**src/hw/rtl/tsps_pkg.sv**
```systemverilog
// Shared types and codes for the TAP scan pin sequencer.
// No dependencies.
`timescale 1ns / 1ps

package tsps_pkg;

   localparam int CMD_W       = 3;
   localparam int KIND_W      = 2;
   localparam int CNT_W       = 7;
   localparam int DATA_W      = 64;
   localparam int MAX_BITS    = 64;
   localparam int QUEUE_DEPTH = 2;

   // request codes on req_cmd
   localparam logic [CMD_W-1:0] CMD_DR    = 3'd0;
   localparam logic [CMD_W-1:0] CMD_IR    = 3'd1;
   localparam logic [CMD_W-1:0] CMD_CLOSE = 3'd2;
   localparam logic [CMD_W-1:0] CMD_OTHER = 3'd3;
   localparam logic [CMD_W-1:0] CMD_TDO   = 3'd4;

   // classified operations passed from front to back
   localparam logic [CMD_W-1:0] OP_DR    = 3'd0;
   localparam logic [CMD_W-1:0] OP_IR    = 3'd1;
   localparam logic [CMD_W-1:0] OP_CLOSE = 3'd2;
   localparam logic [CMD_W-1:0] OP_OTHER = 3'd3;
   localparam logic [CMD_W-1:0] OP_TDO   = 3'd4;

   // result kinds
   localparam logic [KIND_W-1:0] KIND_PIN   = 2'd0;
   localparam logic [KIND_W-1:0] KIND_DONE  = 2'd1;
   localparam logic [KIND_W-1:0] KIND_CLOSE = 2'd2;

   typedef struct packed {
      logic [CMD_W-1:0] op;
      logic [CNT_W-1:0] count;   // already saturated
      logic             tdo;
   } entry_type;

endpackage

```
**src/hw/rtl/tap_scan_pin_sequencer.sv**
```systemverilog
// Items pass the queue, then the result register. One pin cycle per returned tdo item.
// Throughput: one item per cycle while unstalled; a two-entry queue between the decode
// front and the sequencing back end lets either side stall alone.
// Reset: synchronous, active high; queue empty, sequencer idle, no result pending.
// Top level: tsps_front, tsps_back; depends on tsps_pkg.
`timescale 1ns / 1ps

module tap_scan_pin_sequencer #(
   parameter int MAX_SCAN_BITS = tsps_pkg::MAX_BITS
) (
   input  logic                           clock,
   input  logic                           reset,
   input  logic                           req_valid,
   output logic                           req_stall,
   input  logic [tsps_pkg::CMD_W-1:0]     req_cmd,
   input  logic [tsps_pkg::CNT_W-1:0]     req_bit_count,
   input  logic [tsps_pkg::DATA_W-1:0]    req_scan_data,
   input  logic                           req_tdo,
   output logic                           rsp_valid,
   input  logic                           rsp_stall,
   output logic [tsps_pkg::KIND_W-1:0]    rsp_kind,
   output logic                           rsp_tdi,
   output logic                           rsp_tms,
   output logic [tsps_pkg::DATA_W-1:0]    rsp_captured,
   output logic [tsps_pkg::CNT_W-1:0]     rsp_captured_count
);
   import tsps_pkg::*;

   logic                     q_valid;
   entry_type                q_entry;
   logic [MAX_SCAN_BITS-1:0] q_data;
   logic                     q_pop;

   tsps_front #(
      .MAX_SCAN_BITS (MAX_SCAN_BITS)
   ) u_front (
      .clock         (clock),
      .reset         (reset),
      .req_valid     (req_valid),
      .req_stall     (req_stall),
      .req_cmd       (req_cmd),
      .req_bit_count (req_bit_count),
      .req_scan_data (req_scan_data),
      .req_tdo       (req_tdo),
      .q_valid       (q_valid),
      .q_entry       (q_entry),
      .q_data        (q_data),
      .q_pop         (q_pop)
   );

   tsps_back #(
      .MAX_SCAN_BITS (MAX_SCAN_BITS)
   ) u_back (
      .clock              (clock),
      .reset              (reset),
      .q_valid            (q_valid),
      .q_entry            (q_entry),
      .q_data             (q_data),
      .q_pop              (q_pop),
      .rsp_valid          (rsp_valid),
      .rsp_stall          (rsp_stall),
      .rsp_kind           (rsp_kind),
      .rsp_tdi            (rsp_tdi),
      .rsp_tms            (rsp_tms),
      .rsp_captured       (rsp_captured),
      .rsp_captured_count (rsp_captured_count)
   );

endmodule

```
**src/hw/rtl/tsps_front.sv**
```systemverilog
// Front end: accepts request items, classifies them and queues them.
// Depends on tsps_pkg.
`timescale 1ns / 1ps

module tsps_front #(
   parameter int MAX_SCAN_BITS = tsps_pkg::MAX_BITS
) (
   input  logic                           clock,
   input  logic                           reset,
   input  logic                           req_valid,
   output logic                           req_stall,
   input  logic [tsps_pkg::CMD_W-1:0]     req_cmd,
   input  logic [tsps_pkg::CNT_W-1:0]     req_bit_count,
   input  logic [tsps_pkg::DATA_W-1:0]    req_scan_data,
   input  logic                           req_tdo,
   output logic                           q_valid,
   output tsps_pkg::entry_type            q_entry,
   output logic [MAX_SCAN_BITS-1:0]       q_data,
   input  logic                           q_pop
);
   import tsps_pkg::*;

   localparam int PTR_W = (QUEUE_DEPTH > 1) ? $clog2(QUEUE_DEPTH) : 1;
   localparam int FILL_W = $clog2(QUEUE_DEPTH + 1);
   localparam logic [CNT_W-1:0] MAX_CNT = CNT_W'(MAX_SCAN_BITS);

   entry_type                entry_ff [QUEUE_DEPTH];
   logic [MAX_SCAN_BITS-1:0] data_ff  [QUEUE_DEPTH];
   logic [PTR_W-1:0]         wr_ptr_ff, wr_ptr_in;
   logic [PTR_W-1:0]         rd_ptr_ff, rd_ptr_in;
   logic [FILL_W-1:0]        fill_ff, fill_in;
   entry_type                new_entry;
   logic                     push;
   logic                     pop;

   always_comb begin
      new_entry.tdo = req_tdo;
      new_entry.count = (req_bit_count > MAX_CNT) ? MAX_CNT : req_bit_count;
      case (req_cmd)
         CMD_DR:    new_entry.op = OP_DR;
         CMD_IR:    new_entry.op = OP_IR;
         CMD_CLOSE: new_entry.op = OP_CLOSE;
         CMD_TDO:   new_entry.op = OP_TDO;
         default:   new_entry.op = OP_OTHER;
      endcase
   end

   assign req_stall = (fill_ff == FILL_W'(QUEUE_DEPTH));
   assign push      = req_valid && !req_stall;
   assign q_valid   = (fill_ff != '0);
   assign pop       = q_pop && q_valid;
   assign q_entry   = entry_ff[rd_ptr_ff];
   assign q_data    = data_ff[rd_ptr_ff];

   always_comb begin
      wr_ptr_in = wr_ptr_ff;
      rd_ptr_in = rd_ptr_ff;
      fill_in   = fill_ff;
      if (push) begin
         wr_ptr_in = (wr_ptr_ff == PTR_W'(QUEUE_DEPTH - 1)) ? '0 : wr_ptr_ff + 1'b1;
      end
      if (pop) begin
         rd_ptr_in = (rd_ptr_ff == PTR_W'(QUEUE_DEPTH - 1)) ? '0 : rd_ptr_ff + 1'b1;
      end
      if (push && !pop) begin
         fill_in = fill_ff + 1'b1;
      end else if (pop && !push) begin
         fill_in = fill_ff - 1'b1;
      end
   end

   always_ff @(posedge clock) begin
      if (reset) begin
         wr_ptr_ff <= '0;
         rd_ptr_ff <= '0;
         fill_ff   <= '0;
      end else begin
         wr_ptr_ff <= wr_ptr_in;
         rd_ptr_ff <= rd_ptr_in;
         fill_ff   <= fill_in;
      end
   end

   always_ff @(posedge clock) begin
      if (push) begin
         entry_ff[wr_ptr_ff] <= new_entry;
         data_ff[wr_ptr_ff]  <= req_scan_data[MAX_SCAN_BITS-1:0];
      end
   end

endmodule

```
**src/hw/rtl/tsps_back.sv**
```systemverilog
// Back end: runs the TAP pin sequence for queued items and holds the result register.
// Depends on tsps_pkg.
`timescale 1ns / 1ps

module tsps_back #(
   parameter int MAX_SCAN_BITS = tsps_pkg::MAX_BITS
) (
   input  logic                           clock,
   input  logic                           reset,
   input  logic                           q_valid,
   input  tsps_pkg::entry_type            q_entry,
   input  logic [MAX_SCAN_BITS-1:0]       q_data,
   output logic                           q_pop,
   output logic                           rsp_valid,
   input  logic                           rsp_stall,
   output logic [tsps_pkg::KIND_W-1:0]    rsp_kind,
   output logic                           rsp_tdi,
   output logic                           rsp_tms,
   output logic [tsps_pkg::DATA_W-1:0]    rsp_captured,
   output logic [tsps_pkg::CNT_W-1:0]     rsp_captured_count
);
   import tsps_pkg::*;

   localparam int IDX_W = (MAX_SCAN_BITS > 1) ? $clog2(MAX_SCAN_BITS) : 1;

   localparam logic [3:0] PH_IDLE  = 4'd0;
   localparam logic [3:0] PH_PRE1  = 4'd1;
   localparam logic [3:0] PH_PREIR = 4'd2;
   localparam logic [3:0] PH_CAP   = 4'd3;
   localparam logic [3:0] PH_SHIFT = 4'd4;
   localparam logic [3:0] PH_DATA  = 4'd5;
   localparam logic [3:0] PH_EXIT  = 4'd6;
   localparam logic [3:0] PH_UPD   = 4'd7;
   localparam logic [3:0] PH_RTI   = 4'd8;

   logic [3:0]               phase_ff, phase_in;
   logic                     is_ir_ff, is_ir_in;
   logic [MAX_SCAN_BITS-1:0] shift_ff, shift_in;
   logic [CNT_W-1:0]         left_ff, left_in;
   logic [CNT_W-1:0]         len_ff, len_in;
   logic [MAX_SCAN_BITS-1:0] cap_ff, cap_in;

   logic                     rsp_valid_ff, rsp_valid_in;
   logic [KIND_W-1:0]        kind_ff;
   logic                     tdi_ff;
   logic                     tms_ff;
   logic [DATA_W-1:0]        captured_ff;
   logic [CNT_W-1:0]         count_ff;

   logic                     take;
   logic                     res_valid;
   logic [KIND_W-1:0]        res_kind;
   logic                     res_tdi;
   logic                     res_tms;
   logic                     res_done;
   logic [CNT_W-1:0]         left_m1;
   logic [CNT_W-1:0]         len_diff;
   logic [DATA_W-1:0]        cap_ext;

   assign take  = q_valid && (!rsp_valid_ff || !rsp_stall);
   assign q_pop = take;

   always_comb begin
      cap_ext = '0;
      cap_ext[MAX_SCAN_BITS-1:0] = cap_ff;
   end

   always_comb begin
      phase_in  = phase_ff;
      is_ir_in  = is_ir_ff;
      shift_in  = shift_ff;
      left_in   = left_ff;
      len_in    = len_ff;
      cap_in    = cap_ff;
      res_valid = 1'b0;
      res_kind  = KIND_PIN;
      res_tdi   = 1'b0;
      res_tms   = 1'b0;
      res_done  = 1'b0;
      left_m1   = '0;
      len_diff  = len_ff - left_ff;
      if (phase_ff == PH_IDLE) begin
         case (q_entry.op)
            OP_TDO: begin
               res_valid = 1'b0;
            end
            OP_CLOSE: begin
               res_valid = 1'b1;
               res_kind  = KIND_CLOSE;
            end
            OP_DR, OP_IR: begin
               res_valid = 1'b1;
               res_tms   = 1'b1;
               is_ir_in  = (q_entry.op == OP_IR);
               shift_in  = q_data;
               left_in   = q_entry.count;
               len_in    = q_entry.count;
               cap_in    = '0;
               phase_in  = PH_PRE1;
            end
            default: begin
               res_valid = 1'b1;
               res_kind  = KIND_DONE;
            end
         endcase
      end else if (q_entry.op == OP_TDO) begin
         res_valid = 1'b1;
         case (phase_ff)
            PH_PRE1: begin
               res_tms  = is_ir_ff;
               phase_in = is_ir_ff ? PH_PREIR : PH_CAP;
            end
            PH_PREIR: phase_in = PH_CAP;
            PH_CAP:   phase_in = PH_SHIFT;
            PH_SHIFT, PH_DATA: begin
               if (phase_ff == PH_DATA && left_ff != '0) begin
                  cap_in[len_diff[IDX_W-1:0]] = cap_ff[len_diff[IDX_W-1:0]] | q_entry.tdo;
                  left_in = left_ff - 1'b1;
               end
               if (left_in != '0) begin
                  left_m1  = left_in - 1'b1;
                  res_tdi  = shift_ff[left_m1[IDX_W-1:0]];
                  phase_in = PH_DATA;
               end else begin
                  res_tms  = 1'b1;
                  phase_in = PH_EXIT;
               end
            end
            PH_EXIT: begin
               res_tms  = 1'b1;
               phase_in = PH_UPD;
            end
            PH_UPD:   phase_in = PH_RTI;
            PH_RTI: begin
               res_kind = KIND_DONE;
               res_done = 1'b1;
               phase_in = PH_IDLE;
            end
            default: begin
               res_valid = 1'b0;
               phase_in  = PH_IDLE;
            end
         endcase
      end
   end

   assign rsp_valid_in = take ? res_valid : (rsp_valid_ff && rsp_stall);

   always_ff @(posedge clock) begin
      if (reset) begin
         phase_ff     <= PH_IDLE;
         is_ir_ff     <= 1'b0;
         shift_ff     <= '0;
         left_ff      <= '0;
         len_ff       <= '0;
         cap_ff       <= '0;
         rsp_valid_ff <= 1'b0;
      end else begin
         rsp_valid_ff <= rsp_valid_in;
         if (take) begin
            phase_ff <= phase_in;
            is_ir_ff <= is_ir_in;
            shift_ff <= shift_in;
            left_ff  <= left_in;
            len_ff   <= len_in;
            cap_ff   <= cap_in;
         end
      end
   end

   always_ff @(posedge clock) begin
      if (take && res_valid) begin
         kind_ff     <= res_kind;
         tdi_ff      <= res_tdi;
         tms_ff      <= res_tms;
         captured_ff <= res_done ? cap_ext : '0;
         count_ff    <= res_done ? len_ff : '0;
      end
   end

   assign rsp_valid          = rsp_valid_ff;
   assign rsp_kind           = kind_ff;
   assign rsp_tdi            = tdi_ff;
   assign rsp_tms            = tms_ff;
   assign rsp_captured       = captured_ff;
   assign rsp_captured_count = count_ff;

endmodule
```
**config.mk**
```make
export PLATFORM = sky130hd
export DESIGN_NAME = tap_scan_pin_sequencer
export DESIGN_NICKNAME = d
export VERILOG_FILES = /design/src/hw/rtl/tsps_pkg.sv /design/src/hw/rtl/tap_scan_pin_sequencer.sv /design/src/hw/rtl/tsps_front.sv /design/src/hw/rtl/tsps_back.sv
export SDC_FILE = /design/constraint.sdc
export NUM_CORES = 1
export LEC_CHECK = 0
export BUFFER_PORTS_ARGS = -buffer_cell sky130_fd_sc_hd__buf_4
export CAP_MARGIN = 20
export CELL_PAD_IN_SITES_DETAIL_PLACEMENT = 1
export CELL_PAD_IN_SITES_GLOBAL_PLACEMENT = 1
export CORE_ASPECT_RATIO = 0.75
export CORE_MARGIN = 2
export CORE_UTILIZATION = 29
export DETAILED_ROUTE_END_ITERATION = 7
export PLACE_DENSITY = 0.51
export SLEW_MARGIN = 0
export SYNTH_ARGS = -nofsm -noshare
export SYNTH_HDL_FRONTEND = slang
export SYNTH_SLANG_ARGS = --single-unit
```
**constraint.sdc**
```tcl
create_clock -name clock -period 5.3 [get_ports clock]
set_input_delay 0.265 -clock clock [delete_from_list [all_inputs] [get_ports clock]]
set_output_delay 0.265 -clock clock [all_outputs]
set_load 0.005 [all_outputs]
```
# After elaboration in Yosys (flattened, before gate mapping)
# Memories as Yosys holds them, arrays and structs flattened. A register that Yosys moved wholly into a read port is not among the register bits.
# Cells that the tools add are included.
# word_totals
memories,2
elab_cells,134
out_inout_bits,77
ff_bits,163
ramBits,150
# op_classes
eq_ne,16
mux,53
n_bitwise,4
n_addsub,7
order_cmp,4
n_reduce_logical,34
# memory_table
memory,words,word_bits,read_ports,rd_clocked_by_memory_dff,wr,line,rtl
u_front.data_ff,2,64,1,1,1,tsps_front.sv:28,logic [MAX_SCAN_BITS-1:0] data_ff [QUEUE_DEPTH];
u_front.entry_ff,2,11,1,1,1,tsps_front.sv:27,entry_type entry_ff [QUEUE_DEPTH];
# ops
operator,n
64-bit 2-to-1 mux,5
64-bit bitwise mux,1
7-bit 2-to-1 mux,9
4-bit one-hot mux with 6 select lines,1
1-bit 2-to-1 mux,23
4-bit by 3-bit == test with 1-bit output (second input constant),4
6-bit by 7-bit < comparator with 1-bit output (second input constant),2
7-bit nonzero test,2
1-bit binary-select mux with 6-bit select,2
4-bit 2-to-1 mux,3
3-bit one-hot mux with 4 select lines,1
2-bit 2-to-1 mux,5
2-bit nonzero test,5
1-bit logical AND,9
4-bit by 2-bit == test with 1-bit output (second input constant),2
8-bit OR reduction,1
7-bit > comparator (second input constant),1
7-bit by 1-bit subtractor with 7-bit output (second input constant),1
1-bit demux with 6-bit select,1
3-bit by 1-bit == test with 1-bit output (second input constant),2
3-bit by 2-bit == test with 1-bit output (second input constant),2
3-bit == test (second input constant),2
6-bit by 1-bit >= comparator with 1-bit output (second input constant),1
3-bit zero test,2
22 further kinds,31

# Depth between registers and ports, before layout
# Gate-level depths: netlist of run 1.
# depth
word_depth,11
mapped_depth,18
mapped_depth_nobuf,14

# Hierarchy
# From an unflattened synthesis of run 1, not the netlist that was laid out.
# hier_totals
hier_cells,1431
hier_area_um2,16505.8
# modules_own_cells
mod,cells_per_inst,instances,area_per_inst_um2,seq_area_each_um2
tsps_back,1163,1,10799.1,5215.0
tsps_front,268,1,5706.7,4604.4

# Worst setup path after synthesis of run 1
# OpenSTA, ideal clock, no wires.
# synth_timing
path_kind,reg-to-reg
from,reg with a tool-made name
to,"reg u_back.captured_ff[0], in the netlist u_back.rsp_captured[0], enable pin"
path_stages_with_launch,9
required_time_ns,4.790
arrival_ns,4.829
period_less_slack_ns,5.338
path_slack_ns,-0.038
setup_ns,0.510
path_cell_list,dfxtp_1 buf_2 mux2i_1 and3_1 clkbuf_1 and3_1 clkbuf_1 nor2_1 nor2_1
# synth_lines
element,line,rtl
end signal: assignment,tsps_back.sv:176,captured_ff <= res_done ? cap_ext : '0;
end: declaration,tsps_back.sv:47,logic [DATA_W-1:0] captured_ff;

# Worst setup path after layout of run 1
# layout_timing
from,reg u_back.left_ff[0]
to,"reg u_back.tdi_ff, in the netlist u_back.rsp_tdi (data pin)"
# layout_via
elab_chain_cells,9
word_cells_on_any_way,13
classes_between,add/sub: 2; mux: 6; bitwise: 1; reduce/logical: 4
# layout_rtl
element,line,rtl
start: declaration,tsps_back.sv:39,"logic [CNT_W-1:0] left_ff, left_in;"
start signal: assignment,tsps_back.sv:164,left_ff <= left_in;
branches (longest 2 deep; another with 7-bit by 1-bit subtractor with 7-bit output),n/a,
7-bit 2-to-1 mux (*),tsps_back.sv:116,if (phase_ff == PH_DATA && left_ff != '0) begin
7-bit 2-to-1 mux (*),tsps_back.sv:108,case (phase_ff)
7-bit 2-to-1 mux (*),tsps_back.sv:106,end else if (q_entry.op == OP_TDO) begin
7-bit 2-to-1 mux (*),tsps_back.sv:82,if (phase_ff == PH_IDLE) begin
6-bit by 1-bit subtractor with 6-bit output / 7-bit nonzero test (equally long branches),"tsps_back.sv:121, tsps_back.sv:120",
1-bit binary-select mux with 6-bit select / 1-bit NOT (equally long branches),n/a,
1-bit 2-to-1 mux (implied by the code) / 4-bit OR reduction (equally long branches),n/a,
end signal: assignment,tsps_back.sv:174,tdi_ff <= res_tdi;
end: declaration,tsps_back.sv:45,logic tdi_ff;
# Mark *: on every way between the ends. The select of a mux whose other input is x is not followed.
# A chain may end at the register's enable or synchronous reset.

==> reports/results.txt, run 1 <==
Status - complete, no violations
RSZ-0062 raised after global routing - no
Met2 Use GR - 23.6%
Max cap viols - 0
Worst reg2reg path depth - 15
Total track usage - 16.0%
Reg2reg setup slack - 0.84 ns
Internal power - 0.00701 W
Ys async rst share - 0%
Worst skew pair latency - 0.56 ns
Total iterations of the first detailed-routing run - 4
Sink Count - 378
Slowest stage delay, CP - 0.56 ns
Global-route wire length before repair - 67,600 um
Die Ht - 205 um
Top-area cell type share of the netlist area - 43.4%
Crit path kind - reg2reg
Leakage - 6.89 nW
Clk root buf - clkbuf_16
Leading area contributor after synthesis - edfxtp_1
Hold path depth - 2
Worst-Margin Slew - 1.02 ns
Worst-path cell chain - inv_1 > ha_1 > or3b_1 > o21a_1 > xnor2_4 > inv_4 > ha_1 > xnor2_1 > xnor2_2 > buf_8 > mux4_1 > mux2i_1 > mux2i_1 > o211ai_1 > o21ai_1
Gate power share - 33.7%
# resized after CTS - 0
Antenna violations before repair - 1
Initial Util - 29.4%
Register area share after synthesis - 63.1%
CP startpoint - u_back.left_ff[0]
Dominant synthesized flop cell - edfxtp_1
Max clock buf depth - 3
Antenna Nets Post-Route - 0
Hold-fix buffers, CTS - 71
Number of I/O pins - 156
Slew HR - 32.0%
Slowest cell on the critical path - mux4_1
Synth Net Count - 1,306
Hold path start - req_bit_count[5]
Post-layout min period - 4.46 ns
Clock power frac - 27.7%
Synth Cell Area - 15,600 um^2
Share of cells above drive strength 1 - 19.0%
Routed WL - 44,400 um
Mapped Cells - 1,216
GR Overflow Total - 0
Startpoint types - register
TritonCTS clock tree - yes
Vias per inst - 4.87
Cts bufs inserted - 41
TNS Setup - 0 ns
Residual DRC - 0
Cell area power density - 549 nW/um^2
Syn. warnings - 0
Post CTS Setup Buffer Count - 0
N_diodes - 0
Crit-path max FO - 19
Post-synth EDFFs - 225
Fin. Hold Viols - 0
H-tree Lvls - 2
Hold EP - u_front.entry_ff[0][6]
Worst Path Required - 5.61 ns
Slew Limit Fails - 0
Core Util, Final - 37.1%
Area Growth Syn to Fin - 26.2%
Site row count - 73
VDD IR max - 239 uV
GR Layer Usage met1 - 23.6%
Net load switching power - 0.00377 W
Die ar. - 55,600 um^2
Drt wl/cell - 20.4 um
Met3 Track Usage GR - 3.38%
Yosys cell types - 66
Crit path arrival time - 4.77 ns
Sw Ratio - 34.9%
Chip Width - 272 um
Nets - 1,518
Syn Area/Cell - 12.8 um^2
Skew final - 0.0107 ns
Vias in the first global route - 10,900
RePlAce Congestion - 0.826
Synth area leaders - edfxtp_1, dfxtp_1, mux2i_1
Crit Reg-Reg Startpoint - u_back.left_ff[0]
Reg clk slew, reported paths - 0.06 ns
Largest net degree at the start of global routing - 84
Setup violators final - 0
Max Fclk - 224 MHz
Synth Register Bits - 378
Iter 0 DRT Violations - 749
Setup crit end kind - register
R2r endpoint - u_back.rsp_tdi
Port Buf Inserts - 155
Flop pwr share - 38.6%
Post-DP HPWL - 29,900 um
Crit share post-route - 84.2%
GRT Max-Usage Layer - met1
Vias - 10,600
CORE AREA - 53,000 um^2
Hold Path Class - in2reg
-- worst max-delay path: cells and delay by family, from the launching register on --
family                     cells  cell delay (ns)
xor gates and xnor gates       3             0.76
adders and majority gates      2             0.51
muxes                          3             0.79
and+or+nand+nor                1             0.46
buffers and inverters          3             0.65
DFF                            1             0.37
AOI/OAI and AO/OA              3             0.65
-- cell usage after synthesis, types with 15 or more instances --
master and instances:
and2_1 72, nand2_1 31, o21ai_0 76, dfxtp_1 153, a21oi_1 15, nor2_1 106
mux2i_1 96, inv_1 19, clkbuf_1 54, edfxtp_1 225, o211ai_1 70, nand3_1 24
a211oi_1 72
-- power by group through the flow --
stage | Combinational [W] | Sequential [W] | Clock (W)
CTS | 0.00364 | 0.00417 | 0.00309
global placement | 0.00356 | 0.00422 | 0
global route | 0.00399 | 0.00422 | 0.00320
detailed placement | 0.00359 | 0.00423 | 0
finish | 0.00363 | 0.00416 | 0.00299
floorplan | 0.00225 | 0.00413 | 0
-- metrics by stage --
stage	instance area, um^2	setup slack [ns]	power [W]	cells	hold slack, ns
5_1_grt	19600	0.524	0.0114	2173	0.0724
3_5_place_dp	17500	0.347	0.00781	2024	0.453
2_1_floorplan	15600	1.05	0.00639	1216	0.364
3_3_place_gp	17500	0.503	0.00778	2024	0.450
6_report	19600	0.836	0.0108	2173	0.0820
4_1_cts	19600	0.324	0.0109	2171	0.0474
-- kinds of logic (layout without fill, tap and decap cells) --
logic type               after synthesis  count (layout)  share of synthesized area (%)
flip-flops                           378             378                           63.1
AO/OA/AOI/OAI                        288             288                           12.7
XOR/XNOR                              22              22                           1.36
multiplexers                         125             125                           9.67
adder cells (fa/ha/maj)               12              12                          0.997
buffers and inverters                 97             342                           2.60
AND/OR/NAND/NOR                      294             294                           9.57
-- registers in the layout, indices dropped and copies added, names as in the netlist, 4 cells and up, named ones only --
| name | count |
|---|---|
| u_back.len_ff | 7 |
| u_back.shift_ff | 64 |
| u_back.cap_ext | 64 |
| u_front.entry_ff | 22 |
| u_back.rsp_captured_count | 7 |
| u_back.phase_ff | 4 |
| u_back.left_ff | 7 |
| u_front.data_ff | 128 |
| u_back.rsp_captured | 64 |
-- layer usage --
layer  share of wire, %  vias to the layer above
met4                1.7                        2
li1                   -                     5049
met5              0.029                        -
met2                 42                      203
met1                 51                     5269
met3                4.8                       53
-- cell usage in the layout (no fill, tap or decap), types with 5 or more instances in the layout --
cell type        n
edfxtp_1       225
buf_4          172
dfxtp_1        152
nor2_1         102
mux2i_1         96
o21ai_0         76
a211oi_1        72
and2_1          72
dlygate4sd3_1   71
o211ai_1        70
clkbuf_16       44
nand2_1         31
nand3_1         24
inv_1           19
a21oi_1         15
mux2_2          12
nand2b_1        10
mux4_2          10
o221ai_1        10
ha_1            10
clkbuf_1        10
xnor2_1          9
xor2_1           9
nor3_1           8
nor2b_1          8
o22ai_1          8
or3_1            7
mux4_1           7
clkinv_2         6
clkbuf_8         6
or4_1            5
-- area by class of cell --
class | count | area, um^2
clock buffers | 61 | 1230
clock inverters | 15 | 181
fillers | 5685 | 33300
inverters | 20 | 77.6
multi-input cells | 741 | 5400
flip-flops and latches | 378 | 9820
well taps | 712 | 891
repair buffers | 246 | 2040
-- worst max-delay path by stage --
stage	end	depth (start not counted)
2_1_floorplan	u_front.data_ff[0][0]	3
3_3_place_gp	u_back.rsp_tdi	14
3_5_place_dp	u_back.rsp_tdi	14
4_1_cts	u_back.rsp_tdi	14
5_1_grt	u_back.rsp_tdi	15
6_report	u_back.rsp_tdi	15
Power figures use the tool's default switching activity.
==> run 2: changes to the inputs <==
clock period = 4 ns   (was 5.3 ns; I/O delays follow)
==> run 2 against run 1 <==
Worst setup slack worse by 0.53 ns. Critical path depth is 1 lower. Clock power increased by 35%. Sequential power rose by 33%. First-iteration DRC count is 6.0% higher.
==> reports/results.txt, run 2 (same netlist as run 1, synthesis figures left out) <==
RSZ-0062 raised after global routing - no
Reg clk slew, reported paths - 0.06 ns (about the same)
Final hold slack - 0.0300 ns (-0.0520 ns)
Vias - 10,800 (+2.4%)
Startpoint types - register
Post CTS Setup Buffer Count - 0 (unchanged)
Core Util, Final - 37.8% (+0.68 points)
Number of I/O pins - 156 (unchanged)
Hold Path Class - in2reg
Clk root buf - clkbuf_16
Placed Instance Area - 17,800 um^2 (+1.8%)
Total track usage - 16.1% (+0.14 points)
Setup crit end kind - register
Clock power frac - 27.8% (about the same)
Global-route wire length before repair - 68,400 um (+1.3%)
Worst-Margin Slew - 1.01 ns (-0.00879 ns)
TNS Setup - 0 ns (unchanged)
Worst Path Required - 4.32 ns (-1.29 ns)
Skew final - 0.0165 ns (+0.00579 ns)
Die ar. - 55,600 um^2 (unchanged)
Total iterations of the first detailed-routing run - 5 (+1)
Power, Total - 0.0145 W (+35%)
Initial Util - 29.4% (unchanged)
Port Buf Inserts - 155 (unchanged)
Vias per inst - 4.89 (+0.43%)
Antenna Nets Post-Route - 0 (unchanged)
Crit path arrival time - 4.01 ns (-0.76 ns)
Max clock buf depth - 3 (unchanged)
Biggest register - u_front.data_ff
Crit share post-route - 92.4% (+8.1 points)
Post-DP HPWL - 30,600 um (+2.3%)
Max cap viols - 0 (unchanged)
Flop pwr share - 38.2% (-0.4 points)
Sink Count - 378 (unchanged)
Gate power share - 34.0% (+0.3 points)
Worst skew pair latency - 0.58 ns (+0.02 ns)
Max Fclk - 271 MHz (+21%)
Area Growth Syn to Fin - 28.5%
Number of flip-flops in the largest register - 128 (unchanged)
VDD IR max - 343 uV (+44%)
Share of cells above drive strength 1 - 20.5% (+1.5 points)
Slew HR - 32.6% (+0.59 points)
Setup violators final - 0 (unchanged)
TritonCTS clock tree - yes
Cts bufs inserted - 42 (+2.4%)
Post-layout min period - 3.69 ns (-0.770 ns)
Cell area power density - 725 nW/um^2 (+32%)
Fin. Hold Viols - 0 (unchanged)
Net load switching power - 0.00510 W (+35%)
Slew Limit Fails - 0 (unchanged)
Antenna violations before repair - 1 (unchanged)
Fillcell total - 5,599 (-1.5%)
Status - complete, no violations
RePlAce Congestion - 0.832 (+0.71%)
Site row count - 73 (unchanged)
Chip Width - 272 um (unchanged)
Die Ht - 205 um (unchanged)
Most common cell after layout, fill and taps aside - edfxtp_1
Largest net degree at the start of global routing - 77 (-8.3%)
Vias in the first global route - 11,100 (+1.3%)
Drt wl/cell - 20.2 um (-1.2%)
Most frequent cells in the layout - edfxtp_1, buf_4, dfxtp_1, nor2_1, mux2i_1
Crit-path max FO - 9 (-10)
Design area - 20,000 um^2 (+1.8%)
CORE AREA - 53,000 um^2 (unchanged)
Routed WL - 44,800 um (+0.75%)
H-tree Lvls - 2 (unchanged)
Internal power - 0.00940 W (+34%)
Crit path kind - reg2reg
Nets - 1,558 (+2.6%)
Iter 0 DRT Violations - 794 (+6.0%)
Leakage - 7.07 nW (+2.7%)
GR Overflow Total - 0 (unchanged)
Residual DRC - 0 (unchanged)
Sw Ratio - 35.2% (+0.23 points)
==> run 2: cell types whose count changed in the layout (fill, tap and decap cells not counted), moves of 3 or more <==
cell	before	now
buf_12	1	5
buf_4	172	204
clkinv_1	2	5
dlygate4sd3_1	71	75
==> run 2: final timing paths <==
check,startpoint,endpoint,slack [ns],cells after the start
max reg2reg,u_back.left_ff[1],u_back.rsp_tdi,0.31,14
min reg2reg,u_back.shift_ff[19],u_back.shift_ff[19],0.50,2
max,u_back.left_ff[1],u_back.rsp_tdi,0.31,14
min,req_bit_count[0],u_front.entry_ff[0][1],0.03,2
==> run 2: routing by layer <==
| layer | vias to the layer above | part of all wire, % | GRT usage (%) |
|---|---|---|---|
| met5 | - | 0.016 | 0 |
| met4 | 2 | 2.2 | 4.67 |
| met3 | 73 | 5.1 | 3.62 |
| met2 | 224 | 41 | 23.1 |
| met1 | 5386 | 51 | 24.1 |
| li1 | 5142 | - | - |
==> run 2: timing repair <==
item | CTS | global route
endpoints found under the setup margin | 0 | 1
resized for setup | 0 | 2
endpoints found under the hold margin | 151 | 0
hold buffers | 75 | 0
==> run 2: layout make-up <==
cell class	instances	area [um^2]	area share [%]
clock buffers	58	1160	5.80
well taps	712	891	4.45
multi-input cells	741	5390	27.0
inverters	20	77.6	0.388
clock inverters	20	270	1.35
flip-flops and latches	378	9820	49.1
diodes	1	2.50	0.0125
repair buffers	285	2390	11.9
==> run 2: power groups by stage <==
stage	Clock, W	Sequential [W]	Combinational, W
floorplan	0	0.00545	0.00300
global placement	0	0.00564	0.00482
detailed placement	0	0.00564	0.00488
CTS	0.00416	0.00556	0.00497
global route	0.00431	0.00563	0.00541
finish	0.00403	0.00554	0.00493
==> run 2: worst max-delay path, cell delays in order, from the launching register on <==
cell,delay (ns)
dfxtp_1,0.31
inv_1,0.08
ha_1,0.15
or3b_1,0.37
o21a_1,0.29
xnor2_4,0.28
inv_4,0.04
ha_1,0.22
xnor2_1,0.36
xnor2_4,0.25
mux4_1,0.62
mux2i_1,0.14
mux2i_1,0.08
o211ai_1,0.15
o21ai_1,0.08
==> run 2: through the flow <==
step / setup slack (ns) / instances
after floorplan: 0.0723 / 1216
after global placement: 0.261 / 2060
after detailed placement: 0.134 / 2061
after CTS: 0.112 / 2214
after global routing: 0.0249 / 2214
final: 0.306 / 2215
==> run 3: changes to the inputs <==
PLACE_DENSITY = 0.49   (was 0.51)
SETUP_SLACK_MARGIN = 0.4   (was unset)
clock period = 4.2 ns   (was 4 ns; I/O delays follow)
==> run 3 against run 2 <==
Global-route usage up 0.31 points. Core utilization down 0.083 points. Final cell count down 0.18%. Sequential power down 4.3%. Total power down 4.3%. Register-to-register slack better by 0.32 ns. Clock-buffer cell count down 5. Largest cell class unchanged.
==> reports/results.txt, run 3 (same netlist as run 1, synthesis figures left out) <==
Flop pwr share - 38.2% (about the same)
Area Growth Syn to Fin - 28.3%
Total track usage - 16.4% (+0.31 points)
TNS Setup - 0 ns (unchanged)
Residual DRC - 0 (unchanged)
Crit path arrival time - 3.90 ns (-0.11 ns)
Die ar. - 55,600 um^2 (unchanged)
Net load switching power - 0.00491 W (-3.7%)
Power, Total - 0.0139 W (-4.3%)
H-tree Lvls - 2 (unchanged)
Post-DP HPWL - 30,800 um (+0.65%)
Die Ht - 205 um (unchanged)
Dpl cells - 2,055 (-0.29%)
VDD IR max - 310 uV (-9.7%)
Crit path kind - reg2reg
Vias per inst - 4.90 (+0.17%)
Worst Path Required - 4.52 ns (+0.20 ns)
TritonCTS clock tree - yes
Gate power share - 34.6% (+0.6 points)
Crit share post-route - 85.2% (-7.1 points)
Reg clk slew, reported paths - 0.06 ns (about the same)
Max Fclk - 279 MHz (+3.2%)
Non-Filler Instances - 2,211 (-0.18%)
Initial Util - 29.4% (unchanged)
Internal power - 0.00898 W (-4.5%)
Routed WL - 45,200 um (+1.1%)
Max clock buf depth - 3 (unchanged)
Worst-Margin Slew - 1.08 ns (+0.0708 ns)
Number of flip-flops in the largest register - 128 (unchanged)
Crit-path max FO - 7 (-2)
Fillcell total - 5,613 (+0.25%)
Drt wl/cell - 20.5 um (+1.3%)
Vias - 10,800 (-0.0092%)
Hold Path Class - in2reg
Share of cells above drive strength 1 - 21.0% (+0.54 points)
Vias in the first global route - 11,200 (+0.87%)
Most common cell after layout, fill and taps aside - edfxtp_1
Max cap viols - 0 (unchanged)
Biggest register - u_front.data_ff
Post-layout min period - 3.58 ns (-0.116 ns)
Cell area power density - 696 nW/um^2 (-4.0%)
Startpoint types - register
Sink Count - 378 (unchanged)
Most frequent cells in the layout - edfxtp_1, buf_4, dfxtp_1, nor2_1, mux2i_1
Setup crit end kind - register
Iter 0 DRT Violations - 767 (-3.4%)
Chip Width - 272 um (unchanged)
Slew HR - 27.8% (-4.7 points)
Largest net degree at the start of global routing - 114 (+48%)
Antenna Nets Post-Route - 0 (unchanged)
Total iterations of the first detailed-routing run - 5 (unchanged)
Nets - 1,553 (-0.32%)
RSZ-0062 raised after global routing - no
Leakage - 7.06 nW (-0.19%)
Slew Limit Fails - 0 (unchanged)
Clk root buf - clkbuf_16
Antenna violations before repair - 2 (+1)
GR Overflow Total - 0 (unchanged)
Site row count - 73 (unchanged)
Setup violators final - 0 (unchanged)
Sw Ratio - 35.4% (+0.19 points)
RePlAce Congestion - 0.798 (-4.1%)
Status - complete, no violations
Port Buf Inserts - 155 (unchanged)
Cts bufs inserted - 42 (unchanged)
Worst skew pair latency - 0.57 ns (about the same)
Skew final - 0.0246 ns (+0.00809 ns)
Number of I/O pins - 156 (unchanged)
Fin. Hold Viols - 0 (unchanged)
CORE AREA - 53,000 um^2 (unchanged)
Clock power frac - 27.2% (-0.6 points)
Global-route wire length before repair - 69,700 um (+1.8%)
[run 3: cell count changes in the layout (fill, tap and decap cells not counted), moves of 2 or more]
| cell | before | now |
|---|---|---|
| clkbuf_1 | 11 | 9 |
| clkbuf_8 | 5 | 2 |
| clkinv_1 | 5 | 7 |
| clkinv_2 | 4 | 9 |
| dfxtp_1 | 152 | 150 |
| dfxtp_2 | 0 | 2 |
| dlygate4sd3_1 | 75 | 72 |
| ha_1 | 10 | 8 |
| inv_1 | 19 | 17 |
| inv_16 | 2 | 0 |
[run 3: final cells by class]
cell class              count  area [um^2]  share of cell area (%)
clock buffers              53         1110                    5.57
multi-input cells         741         5420                    27.1
repair buffers            280         2340                    11.7
well taps                 712          891                    4.46
clock inverters            25          285                    1.43
flip-flops and latches    378         9830                    49.2
inverters                  20         80.1                   0.401
diodes                      2         5.00                  0.0251
[run 3: repair_timing]
item | CTS | global route
endpoints found under the setup margin | 1 | 1
gates resized for setup | 1 | 5
buffers inserted | 4 | 0
hold buffers | 72 | 0
endpoints found under the hold margin | 141 | 0
pin swaps | 1 | 0
[run 3: power by group through the flow]
stage	Combinational [W]	Clock, W	Sequential (W)
after floorplan	0.00287	0	0.00519
after global placement	0.00465	0	0.00539
after detailed placement	0.00470	0	0.00540
after CTS	0.00483	0.00390	0.00533
after global routing	0.00528	0.00406	0.00540
final	0.00481	0.00377	0.00530
[run 3: stage by stage]
| step | instance area (um^2) | utilization, % | setup WS, ns | hold WS [ns] |
|---|---|---|---|---|
| 2_1_floorplan | 15600 | - | 0.415 | 0.309 |
| 3_3_place_gp | 17800 | 33.5 | 0.232 | 0.395 |
| 3_5_place_dp | 17800 | 33.5 | 0.127 | 0.398 |
| 4_1_cts | 19900 | 37.6 | 0.456 | 0.000902 |
| 5_1_grt | 20000 | 37.7 | 0.398 | 0.0282 |
| 6_report | 20000 | 37.7 | 0.621 | 0.0435 |
[run 3: metal layers]
metal / track usage [%] / share of wire (%)
met5: 0 / 0
met4: 4.08 / 1.7
met3: 3.22 / 4.6
met2: 23.9 / 42
met1: 24.8 / 51
[run 3: worst paths after layout]
kind	start	to	depth (start not counted)	slack (ns)
worst max register to register	u_back.left_ff[0]	u_back.rsp_tdi	14	0.62
worst min register to register	u_back.shift_ff[55]	u_back.shift_ff[55]	2	0.50
worst max-delay path	u_back.left_ff[0]	u_back.rsp_tdi	14	0.62
worst min-delay path	req_bit_count[1]	u_front.entry_ff[0][2]	2	0.04
[run 3: worst max-delay path, cell delays in order, from the launching register on]
cell	delay, ns
dfxtp_2	0.36
inv_4	0.11
ha_1	0.16
or3b_1	0.36
o21a_1	0.30
o21ai_0	0.32
ha_2	0.28
xnor2_2	0.11
xnor2_4	0.25
buf_12	0.15
mux4_2	0.48
mux2i_1	0.13
mux2i_1	0.08
o211ai_1	0.16
o21ai_1	0.09
